<file path="src/hw/rtl/rvb_pkg.sv">
// ----------------------------------------------------------------------------
// Reciprocal voxel binning package
// Shared constants, codes and types of the voxel binning block.
// ----------------------------------------------------------------------------
package rvb_pkg;

  localparam int GRID_DEFAULT = 32;
  localparam int HALF_DIV = 2;
  localparam int ADDR_W = 15;
  localparam int STORE_DEPTH = 1 << ADDR_W;
  localparam int SUM_W = 64;
  localparam int HITS_W = 32;
  localparam int ADD_W = 55;
  localparam int Q_DEPTH = 4;
  localparam logic [23:0] CLIP_LIMIT = 24'hFFFFFF;

  localparam logic OP_ACCUM = 1'b0;
  localparam logic OP_READ = 1'b1;

  localparam logic [1:0] REG_ROW_X = 2'd0;
  localparam logic [1:0] REG_ROW_Y = 2'd1;
  localparam logic [1:0] REG_ROW_Z = 2'd2;
  localparam logic [1:0] REG_LORENTZ = 2'd3;

  typedef struct packed {
    logic [47:0] row_x;
    logic [47:0] row_y;
    logic [47:0] row_z;
    logic        lorentz_en;
  } cfg_t;

  typedef struct packed {
    logic              op;
    logic              hit;
    logic [ADDR_W-1:0] addr;
    logic [ADD_W-1:0]  add;
  } work_t;

endpackage

</file>
<file path="src/hw/rtl/rvb_queue.sv">
// ----------------------------------------------------------------------------
// Work queue
// Short FIFO of classified words between the front and the back.
// ----------------------------------------------------------------------------
module rvb_queue (
  input  logic           clk,
  input  logic           rst,
  input  logic           push,
  input  rvb_pkg::work_t push_data,
  input  logic           pop,
  output logic           head_valid,
  output rvb_pkg::work_t head_data,
  output logic [2:0]     count
);
  import rvb_pkg::*;

  work_t     entries [Q_DEPTH];
  logic [1:0] wr_ptr;
  logic [1:0] rd_ptr;

  assign head_valid = (count != 3'd0);
  assign head_data = entries[rd_ptr];

  always_ff @(posedge clk) begin
    if (rst) begin
      wr_ptr <= '0;
      rd_ptr <= '0;
      count <= '0;
    end else begin
      if (push) begin
        wr_ptr <= wr_ptr + 2'd1;
      end
      if (pop) begin
        rd_ptr <= rd_ptr + 2'd1;
      end
      count <= count + 3'(push) - 3'(pop);
    end
  end

  always_ff @(posedge clk) begin
    if (push) begin
      entries[wr_ptr] <= push_data;
    end
  end

endmodule

</file>
<file path="config.mk">
export PLATFORM = sky130hd
export DESIGN_NAME = rvb_queue
export DESIGN_NICKNAME = d
export VERILOG_FILES = /design/src/hw/rtl/rvb_pkg.sv /design/src/hw/rtl/rvb_queue.sv
export SDC_FILE = /design/constraint.sdc
export NUM_CORES = 1
export LEC_CHECK = 0
export BUFFER_PORTS_ARGS = -buffer_cell sky130_fd_sc_hd__buf_2
export CAP_MARGIN = 20
export CORE_MARGIN = 4
export CORE_UTILIZATION = 54
export CTS_CLUSTER_DIAMETER = 80
export DETAILED_ROUTE_END_ITERATION = 7
export GPL_ROUTABILITY_DRIVEN = 0
export GPL_TIMING_DRIVEN = 0
export PLACE_DENSITY = 0.76
export SLEW_MARGIN = 20
export SYNTH_ARGS = -nofsm -noshare
export SYNTH_HDL_FRONTEND = slang
export SYNTH_SLANG_ARGS = --single-unit
</file>
<file path="constraint.sdc">
create_clock -name clk -period 8.2 [get_ports clk]
set_clock_uncertainty 0.2 [all_clocks]
set_input_delay 0 -clock clk [delete_from_list [all_inputs] [get_ports clk]]
set_output_delay 0 -clock clk [all_outputs]
set_load 0.03 [all_outputs]
</file>
==> results of run 1 <==
per-stage QoR:
stage | instances | area (µm²) | setup WS, ns | hold WS (ns)
2_1_floorplan | 417 | 10900 | 5.34 | -0.128
3_3_place_gp | 833 | 12000 | 4.08 | 0.00881
3_5_place_dp | 837 | 12100 | 6.16 | 0.0157
4_1_cts | 967 | 13700 | 5.67 | 0.000191
5_1_grt | 967 | 13700 | 5.62 | 0.0232
6_report | 967 | 13700 | 5.72 | 0.0289
power by group through the flow:
stage,registers (mW),clock network [mW],logic [mW]
global route,1.77,1.26,0.495
finish,1.76,1.17,0.465
global placement,1.80,0,0.421
CTS,1.76,1.20,0.472
detailed placement,1.80,0,0.439
floorplan,1.80,0,0.292
cell usage in the layout, fill, tap and decap left out, types with 2 or more instances in the layout:
cell           instances
inv_1                  6
dfxtp_1                9
mux4_2                70
buf_12                 9
buf_2                158
and2_4                 4
edfxtp_1             288
clkinv_2              11
clkbuf_16             29
clkbuf_1               7
xnor2_1                2
clkinv_1               4
ha_1                   6
dlygate4sd3_1         78
nor2_1                 5
nor2b_1                2
mux4_1                 2
buf_16                 2
final timing paths:
path	start	to	slack, ns	depth (start not counted)
worst min register to register	rd_ptr[0]	register	0.34	2
worst min-delay path	push_data[16]	entries[2][16]	0.03	2
worst max register to register	count[0]	count[1]	5.85	7
worst max-delay path	register	head_data[47]	5.72	4
state kept, by name (all words and copies together), names as in the netlist, named ones only:
name,count
rd_ptr,2
entries,288
count,3
wr_ptr,2
worst reg2reg max path, stage by stage, from the launching register on:
cell and delay, ns:
dfxtp_1 0.36, inv_1 0.05, ha_1 0.27, inv_1 0.04
ha_1 0.19, fa_1 0.45, nor2b_1 0.14, dlygate4sd3_1 0.55
final cells by class:
class | count | area, µm²
plain buffers | 16 | 190
multi-input cells | 98 | 1870
well taps | 265 | 332
inverters | 6 | 22.5
fillers | 1225 | 5940
clock buffers | 36 | 762
clock inverters | 16 | 78.8
repair buffers | 233 | 1630
flip-flops and latches | 297 | 8830
cell families (layout without fill, tap and decap cells):
logic type	after synthesis	count (layout)	synth area share (%)
flip-flops	297	297	81.0
multiplexers	73	73	15.0
buffers and inverters	22	307	1.95
AND/OR/NAND/NOR	13	13	0.643
adder cells (fa/ha/maj)	7	7	0.872
XOR/XNOR	3	3	0.379
AO/OA/AOI/OAI	2	2	0.138
cells in the mapped netlist, drive strengths merged:
cell    count
edfxtp    288
mux4       72
buf        15
dfxtp       9
ha          6
inv         6
nor2        5
and2        4
nor2b       2
xnor2       2
a21bo       1
a21oi       1
clkbuf      1
fa          1
mux2i       1
nand3b      1
or3         1
xor3        1
per-layer routing:
layer | vias up | part of all wire [%] | GRT usage [%]
li1 | 2315 | - | -
met1 | 2678 | 41 | 24.3
met2 | 152 | 52 | 31.9
met3 | 38 | 5.5 | 3.63
met4 | 0 | 2.1 | 4.62
met5 | - | 0 | 0
what timing repair did:
| action | 4_1_cts | 5_1_grt |
|---|---|---|
| hold endpoints to repair | 365 | 0 |
| setup endpoints to repair | 0 | 0 |
| hold buffers | 78 | 0 |
==> metrics.txt, run 1 <==
fmax 403 MHz; CP max-delay cell clkbuf_1; Combinational Power Share a little over an eighth; sequential share of power about half; Yosys top cell area share about four fifths; Yosys top cell by area edfxtp_1; final setup TNS 0 ns; Int Pwr approximately 2.6 mW; clk_lat worst skew 0.52 ns; DRC viols 0; LEAKAGE 4.75 nW; WL/cell roughly 21 µm; slowest stage delay, CP around 0.47 ns; P&R area growth vs syn 25.8%; Max Cap Violations 0; Antenna Cells 0; CTS Root Cell clkbuf_16; vias in the first global route about 5700; die span in x 150 µm; # IOs roughly 150; Worst Tran Pin Value around 0.64 ns; pin count of the biggest net entering global routing 44; CP delay by family, top buffers and inverters; vias per cell 5.36; CP cell instances clkbuf_1 > buf_2 > mux4_2 > buf_2; clock power share between 30% and 40%; ANT nets after route 0; CP Launch Type register; antenna violations before repair 0; Util after Layout between 60% and 70%; result of the run complete, no violations; top cells by area, synth edfxtp_1 (79%), mux4_2 (14%), dfxtp_1 (1.7%), buf_12 (1.3%), ha_1 (0.69%); I/O Buffers approximately 150; final wirelength approximately 20000 µm; core box area 19700 µm²; post-cts resize count 0; postcts setup bufs 0; die height approximately 150 µm; Post-Syn Area between 10000 and 15000 µm²; Hold Vio Cnt, Final 0; most frequent CP cell buf_2; GRT overflow 0; syn nets 500; Hold Path Class primary input to register; share of layout cells above drive strength 1 about two fifths; Switch Pwr ~810 µW; final setup vio count 0; # nets final roughly 760; Initial Util a little under three fifths; crit path capture type output pin; WP data arrival 2.28 ns; H-tree depth 1; synthesized instance count 417; Max VDD drop 0.193 mV; mean post-synth cell area roughly 26 µm²; WP buf/inv 3; TritonCTS buffer count 29; Power Total between 3 and 4 mW; RSZ-0062 raised after global routing no; TritonCTS clock tree done; Slew headroom ~57%; Synth Register Bits approximately 300; Total Routing Usage GR a little under a fifth; sequential-to-total area share from yosys stat between 80% and 90%; Slew Viols, Final 0; Via Count roughly 5200; CP Max Fanout 10; 1st-iter DRT viols between 300 and 400; first-pass GRT wire length about 31000 µm; Std-Cell Rows between 50 and 60; hpwl dp around 12000 µm; PD cells between 200 and 250 nW/µm²; CTS Buffer Depth 3; fin crit share ~30%; CP required around 8.0 ns; clk sinks 297; Netlist cell types 21; Period minus WS final approximately 2.5 ns; die area roughly 23000 µm²; CTS clk-pin slew, worst paths 0.06 ns; Yosys warnings 0; Sw Share 23.7%; drt pass-1 iters 4; critical path type register to output pin
Note: power is estimated with default switching activity, not from simulation.
==> inputs of run 2 (changes only) <==
- ABC_AREA: unset -> 1
- PLACE_DENSITY: 0.76 -> 0.75
- clock period: 8.2 -> 2.5 ns (I/O delays scaled with it)
==> metrics.txt, run 2 <==
I/O Buffers 151 (unchanged); synthesized instance count 895 (+110%); share of layout cells above drive strength 1 26.2% (-15 points); 1st-iter DRT viols 570 (+84%); top-count cell post-synth edfxtp_1; met3 Resource Use GR 3.94% (+0.30 points); H-tree depth 1 (unchanged); TritonCTS buffer count 30 (+3.4%); fin crit share approximately 94%; most common cell after layout, fill and taps aside edfxtp_1; top cells by area, synth edfxtp_1 (71%), o211ai_2 (6.2%), inv_1 (4.9%), nand2_1 (4.7%), a21oi_1 (2.8%); die area 25000 µm² (+11%); final wirelength 26900 µm (+32%); postcts setup bufs 0 (unchanged); Cell Area, Placed 13500 µm² (+11%); synth cell count leaders edfxtp_1 (288), inv_1 (160), nand2_1 (152), a21oi_1 (68), o21ai_0 (62); Std-Cell Rows 54 (+5.9%); vias in the first global route 8080 (+42%); Hold Path Class primary input to register; vias per cell 5.23 (-2.4%); Synth Area in Adders 0.782% (-0.091 points); mean post-synth cell area 13.6 µm² (-48%); clk_lat worst skew 0.54 ns (+0.02 ns); pin count of the biggest net entering global routing 31 (-30%); XOR/XNOR share of the synthesized area 0% (-0.38 points); most flop-heavy register entries; # fillers 1448 (+18%); post-synthesis simple-gate area fraction 4.86% (+4.2 points); sequential-to-total area share from yosys stat 72.6% (-8.4 points); met1 usage 28.4% (+4.1 points); CP Max Fanout 2 (-8); Via Count 7739 (+49%); fmax around 430 MHz; final setup vio count 0 (unchanged); TritonCTS clock tree done; WP data arrival 2.62 ns (+0.34 ns); Yosys warnings 0 (unchanged); Yosys top cell area share 71.1% (-8.2 points); largest registers entries x288, count x3; CTS Root Cell clkbuf_16; # IOs 152 (unchanged); RSZ-0062 raised after global routing no; antenna violations before repair 2 (+2); result of the run complete, no violations; Worst Tran Pin Value 0.718 ns (+0.0757 ns); critical path type register to register; Inst Count DP 1334 (+59%); gr busiest metal met2; Non-Filler Instances 1480 (+53%); Period minus WS final between 2 and 2.5 ns; CTS Buffer Depth 3 (unchanged); core box area 22000 µm² (+12%); Main synth FF type edfxtp_1; ANT nets after route 0 (unchanged); P&R area growth vs syn 26.0%; mux contribution to synthesized area 0% (-15 points); WL/cell 18.2 µm (-14%); LEAKAGE 6.03 nW (+27%); die height 158 µm (+5.3%); first-pass GRT wire length 41900 µm (+33%); Total Routing Usage GR 21.5% (+3.0 points); WP buf/inv 4 (+1); CTS clk-pin slew, worst paths 0.06 ns (about the same); Post-Syn Area 12200 µm² (+12%); Max VDD drop 0.647 mV (+240%); CP required 2.77 ns (-5.23 ns); CP max-delay cell dlygate4sd3_1; hpwl dp 16200 µm (+37%); Synth Register Bits 297 (unchanged); die span in x 158 µm (+5.3%); CP Launch Type register; clk sinks 297 (unchanged); GRT overflow 0 (unchanged); PD cells 772 nW/µm² (+210%); Synth Area in Compound Gates 13.6% (+13 points); final non-filler cell area 15300 µm² (+12%); max reg flops 288 (unchanged); CP cell instances inv_1 > ha_1 > inv_1 > ha_1 > fa_1 > dlygate4sd3_1 > inv_1 > nor2_1; main combinational cell family by area after synthesis compound AO/OA/AOI/OAI gates; Slew Viols, Final 0 (unchanged); most frequent CP cell inv_1; commonest cells after routing, fill and taps aside edfxtp_1 (288), buf_2 (165), inv_1 (156); Initial Util 55.4% (-0.067 points); met2 Use GR 37.0% (+5.0 points); syn nets 978 (+96%); # nets final 1258 (+65%); Async SR Flop Fraction 0% (unchanged); number of synthesized flops with an enable pin 288 (unchanged); Netlist cell types 18 (-14%); Max Cap Violations 0 (unchanged); Hold Vio Cnt, Final 0 (unchanged); crit path capture type register; drt pass-1 iters 5 (+1); slowest stage delay, CP 0.55 ns (+0.08 ns); Yosys top cell by area edfxtp_1; CP delay by family, top adder cells; DRC viols 0 (unchanged); Slew headroom 52.1% (-5.1 points)
==> run 2: cell types whose count changed in the layout (fill, tap and decap cells not counted), sizes merged, moves of 4 or more <==
cell	delta
bufinv	+4
clkbuf	+5
o211ai	+72
nand2	+152
clkinvlp	+5
o21ai	+76
mux4	-72
inv	+149
a21oi	+77
dlygate4sd3	+11
buf	+32
and2	-4
==> run 2: cell families (layout without fill, tap and decap cells) <==
family | Yosys count | after routing
other | 0 | 2
buffers and inverters | 208 | 511
adders and majority gates | 7 | 7
AOI/OAI and AO/OA | 226 | 226
DFF | 297 | 297
and+or+nand+nor | 157 | 157
==> run 2: through the flow <==
stage / utilization [%] / setup WS, ns / hold slack, ns / power (mW) / TNS [ns]
after floorplan: - / 0.174 / -0.129 / 6.83 / 0
after global placement: 60.5 / -0.684 / -0.00737 / 7.32 / -182.24
after detailed placement: 61.3 / 0.224 / -0.000352 / 7.38 / 0
after CTS: 69.8 / 0.191 / 0.00119 / 11.9 / 0
after global routing: 69.8 / 0.0330 / 0.00349 / 12.3 / 0
final: 69.8 / 0.151 / 0.0180 / 11.8 / 0
==> run 2: path summary, 6_finish.rpt <==
| kind | cells past startpoint | slack (ns) | from | endpoint |
|---|---|---|---|---|
| worst min-delay path | 2 | 0.02 | push_data[19] | entries[3][19] |
| worst max-delay path | 8 | 0.15 | count[0] | count[1] |
| worst max register to register | 8 | 0.15 | count[0] | count[1] |
| worst min register to register | 2 | 0.29 | rd_ptr[1] | register |
==> run 2: final cells by class <==
cell class	instances	area [µm²]	area share, %
inverters	160	616	4.02
plain buffers	48	400	2.61
flip-flops and latches	297	8830	57.6
clock inverters	18	178	1.16
diodes	2	5.00	0.0327
well taps	280	350	2.29
multi-input cells	390	2340	15.2
repair buffers	248	1810	11.8
clock buffers	37	798	5.21
==> run 2: power breakdown <==
group          internal, mW  switching, mW
Clock                  2.65           1.77
Sequential             5.69         0.0583
Combinational         0.550           1.11
==> run 2: what timing repair did <==
| action | CTS | global route |
|---|---|---|
| resized for setup | 0 | 1 |
| hold buffers | 89 | 0 |
| hold endpoints to repair | 297 | 0 |
| setup endpoints to repair | 0 | 1 |
==> run 2: layer usage <==
layer	up-vias	part of all wire [%]
li1	3686	-
met1	3764	41
met2	249	51
met3	40	6.5
met4	0	1.7
met5	-	0
==> inputs of run 3 (changes only) <==
- CORE_MARGIN: 4 -> 8
- CTS_CLUSTER_SIZE: unset -> 8
==> metrics.txt, run 3 (same netlist as run 2, synthesis figures left out) <==
core box area 22400 µm² (+1.9%); RSZ-0062 raised after global routing no; # IOs 152 (unchanged); CP required 2.30 ns (-0.47 ns); WP data arrival 2.02 ns (-0.60 ns); P&R area growth vs syn 27.0%; most flop-heavy register entries; commonest cells after routing, fill and taps aside edfxtp_1 (288), buf_2 (165), inv_1 (156); DRC viols 0 (unchanged); Inst Count DP 1340 (+0.45%); die area 27600 µm² (+10%); clk_lat worst skew 0.50 ns (-0.04 ns); final wirelength 27300 µm (+1.3%); multi-input combinational cell area 2340 µm² (unchanged); Combinational Power Share 13.1% (-0.9 points); fmax 451 MHz (+6.0%); post-cts resize count 0 (unchanged); crit path capture type output pin; postcts setup bufs 0 (unchanged); sequential share of power 46.0% (-2.6 points); clk sinks 297 (unchanged); Sw Share 24.4% (-0.34 points); clock power share 40.9% (+3.5 points); CP Launch Type register; Switch Pwr 3.06 mW (+4.5%); # nets final 1260 (+0.16%); GRT overflow 0 (unchanged); die height 166 µm (+5.1%); I/O Buffers 151 (unchanged); PD cells 811 nW/µm² (+5.1%); Non-Filler Instances 1481 (+0.068%); register area 8830 µm² (about the same); die span in x 166 µm (+5.1%); vias in the first global route 8224 (+1.8%); Total Routing Usage GR 19.4% (-2.0 points); first-pass GRT wire length 42700 µm (+1.9%); critical path type register to output pin; Hold Vio Cnt, Final 0 (unchanged); antenna violations before repair 1 (-1); vias per cell 5.28 (+0.93%); CTS Root Cell clkbuf_16; Std-Cell Rows 55 (+1.9%); # fillers 1488 (+2.8%); Util after Layout 69.1% (-0.70 points); Max VDD drop 0.616 mV (-4.8%); Worst Tran Pin Value 0.657 ns (-0.0608 ns); Slew Viols, Final 0 (unchanged); final non-filler cell area 15500 µm² (+0.83%); share of layout cells above drive strength 1 27.1% (+0.90 points); Max Cap Violations 0 (unchanged); Int Pwr 9.47 mW (+6.5%); result of the run complete, no violations; TritonCTS clock tree done; max reg flops 288 (unchanged); pin count of the biggest net entering global routing 30 (-3.2%); TritonCTS buffer count 43 (+43%); CTS Buffer Depth 3 (unchanged); fin crit share 88.6% (-5.3 points); LEAKAGE 6.10 nW (+1.1%); final setup TNS 0 ns (unchanged); Power Total 12.5 mW (+6.0%); most common cell after layout, fill and taps aside edfxtp_1; largest registers entries x288, count x3; CTS clk-pin slew, worst paths 0.05 ns (about the same); Period minus WS final 2.22 ns (-0.134 ns); CP Max Fanout 10 (+8); H-tree depth 2 (+1); Cell Area, Placed 13500 µm² (+0.25%); Hold Path Class primary input to register; final setup vio count 0 (unchanged); 1st-iter DRT viols 537 (-5.8%); drt pass-1 iters 5 (unchanged); hpwl dp 16500 µm (+2.0%); Via Count 7816 (+0.99%); Initial Util 54.4% (-1.0 points); ANT nets after route 0 (unchanged); WL/cell 18.4 µm (+1.3%); Slew headroom 56.0% (+3.9 points)
## run 3: cell types whose count changed in the layout (fill, tap and decap cells not counted), sizes merged
| cell | previous run | this run |
|---|---|---|
| bufinv | 4 | 0 |
| clkinv | 13 | 1 |
| clkbuf | 42 | 67 |
| buf | 202 | 203 |
| diode | 2 | 1 |
| dlygate4sd3 | 89 | 76 |
## run 3: worst paths after layout
check | start | endpoint | slack (ns) | cells past startpoint
setup / recovery | register | head_data[18] | 0.28 | 6
hold / removal | push_data[52] | entries[0][52] | 0.04 | 2
setup reg to reg | wr_ptr[0] | entries[0][38] | 0.28 | 6
hold reg to reg | rd_ptr[0] | rd_ptr[0] | 0.27 | 1
## run 3: timing repair
action | CTS | global route
setup endpoints to repair | 0 | 20
hold buffers | 76 | 0
endpoints found under the hold margin | 303 | 0
## run 3: final cells by class
type / instances / share of cell area (%)
buffer: 48 / 2.59
inverter: 160 / 3.98
antenna: 1 / 0.0162
timing repair buffer: 236 / 11.1
multi-input combinational: 390 / 15.1
sequential: 297 / 57.1
tap: 285 / 2.31
clock inverter: 1 / 0.0567
timing repair inverter: 1 / 0.0324
clock buffer: 62 / 7.70
## run 3: routing by layer
metal  vias to the layer above  GRT usage [%]  wire length [µm]
met5                         -              0                 0
met4                         0           7.55               812
met3                        65           4.16              1890
met2                       313           33.5             13700
met1                      3752           23.6             10900
li1                       3686              -                 -
## run 3: power by group through the flow
stage          logic (mW)  clock network, mW  registers (mW)
2_1_floorplan       0.959                  0            5.87
3_3_place_gp         1.47                  0            5.86
3_5_place_dp         1.54                  0            5.85
4_1_cts              1.65               5.19            5.76
5_1_grt              1.78               5.39            5.77
6_report             1.65               5.12            5.76
## run 3: worst max-delay path: stages (launching register included)
cell and delay [ns]:
dfxtp_1 0.31, buf_4 0.20, clkbuf_1 0.45, a21oi_1 0.11, o21ai_0 0.15, nand2_1 0.09
buf_2 0.19
## run 3: through the flow
stage | worst slack [ns] | hold slack [ns]
after detailed placement | 0.113 | -0.00258
final | 0.285 | 0.0398
after floorplan | 0.174 | -0.129
after global routing | 0.157 | 0.0392
after CTS | 0.101 | 0.0236
after global placement | -0.742 | -0.00677
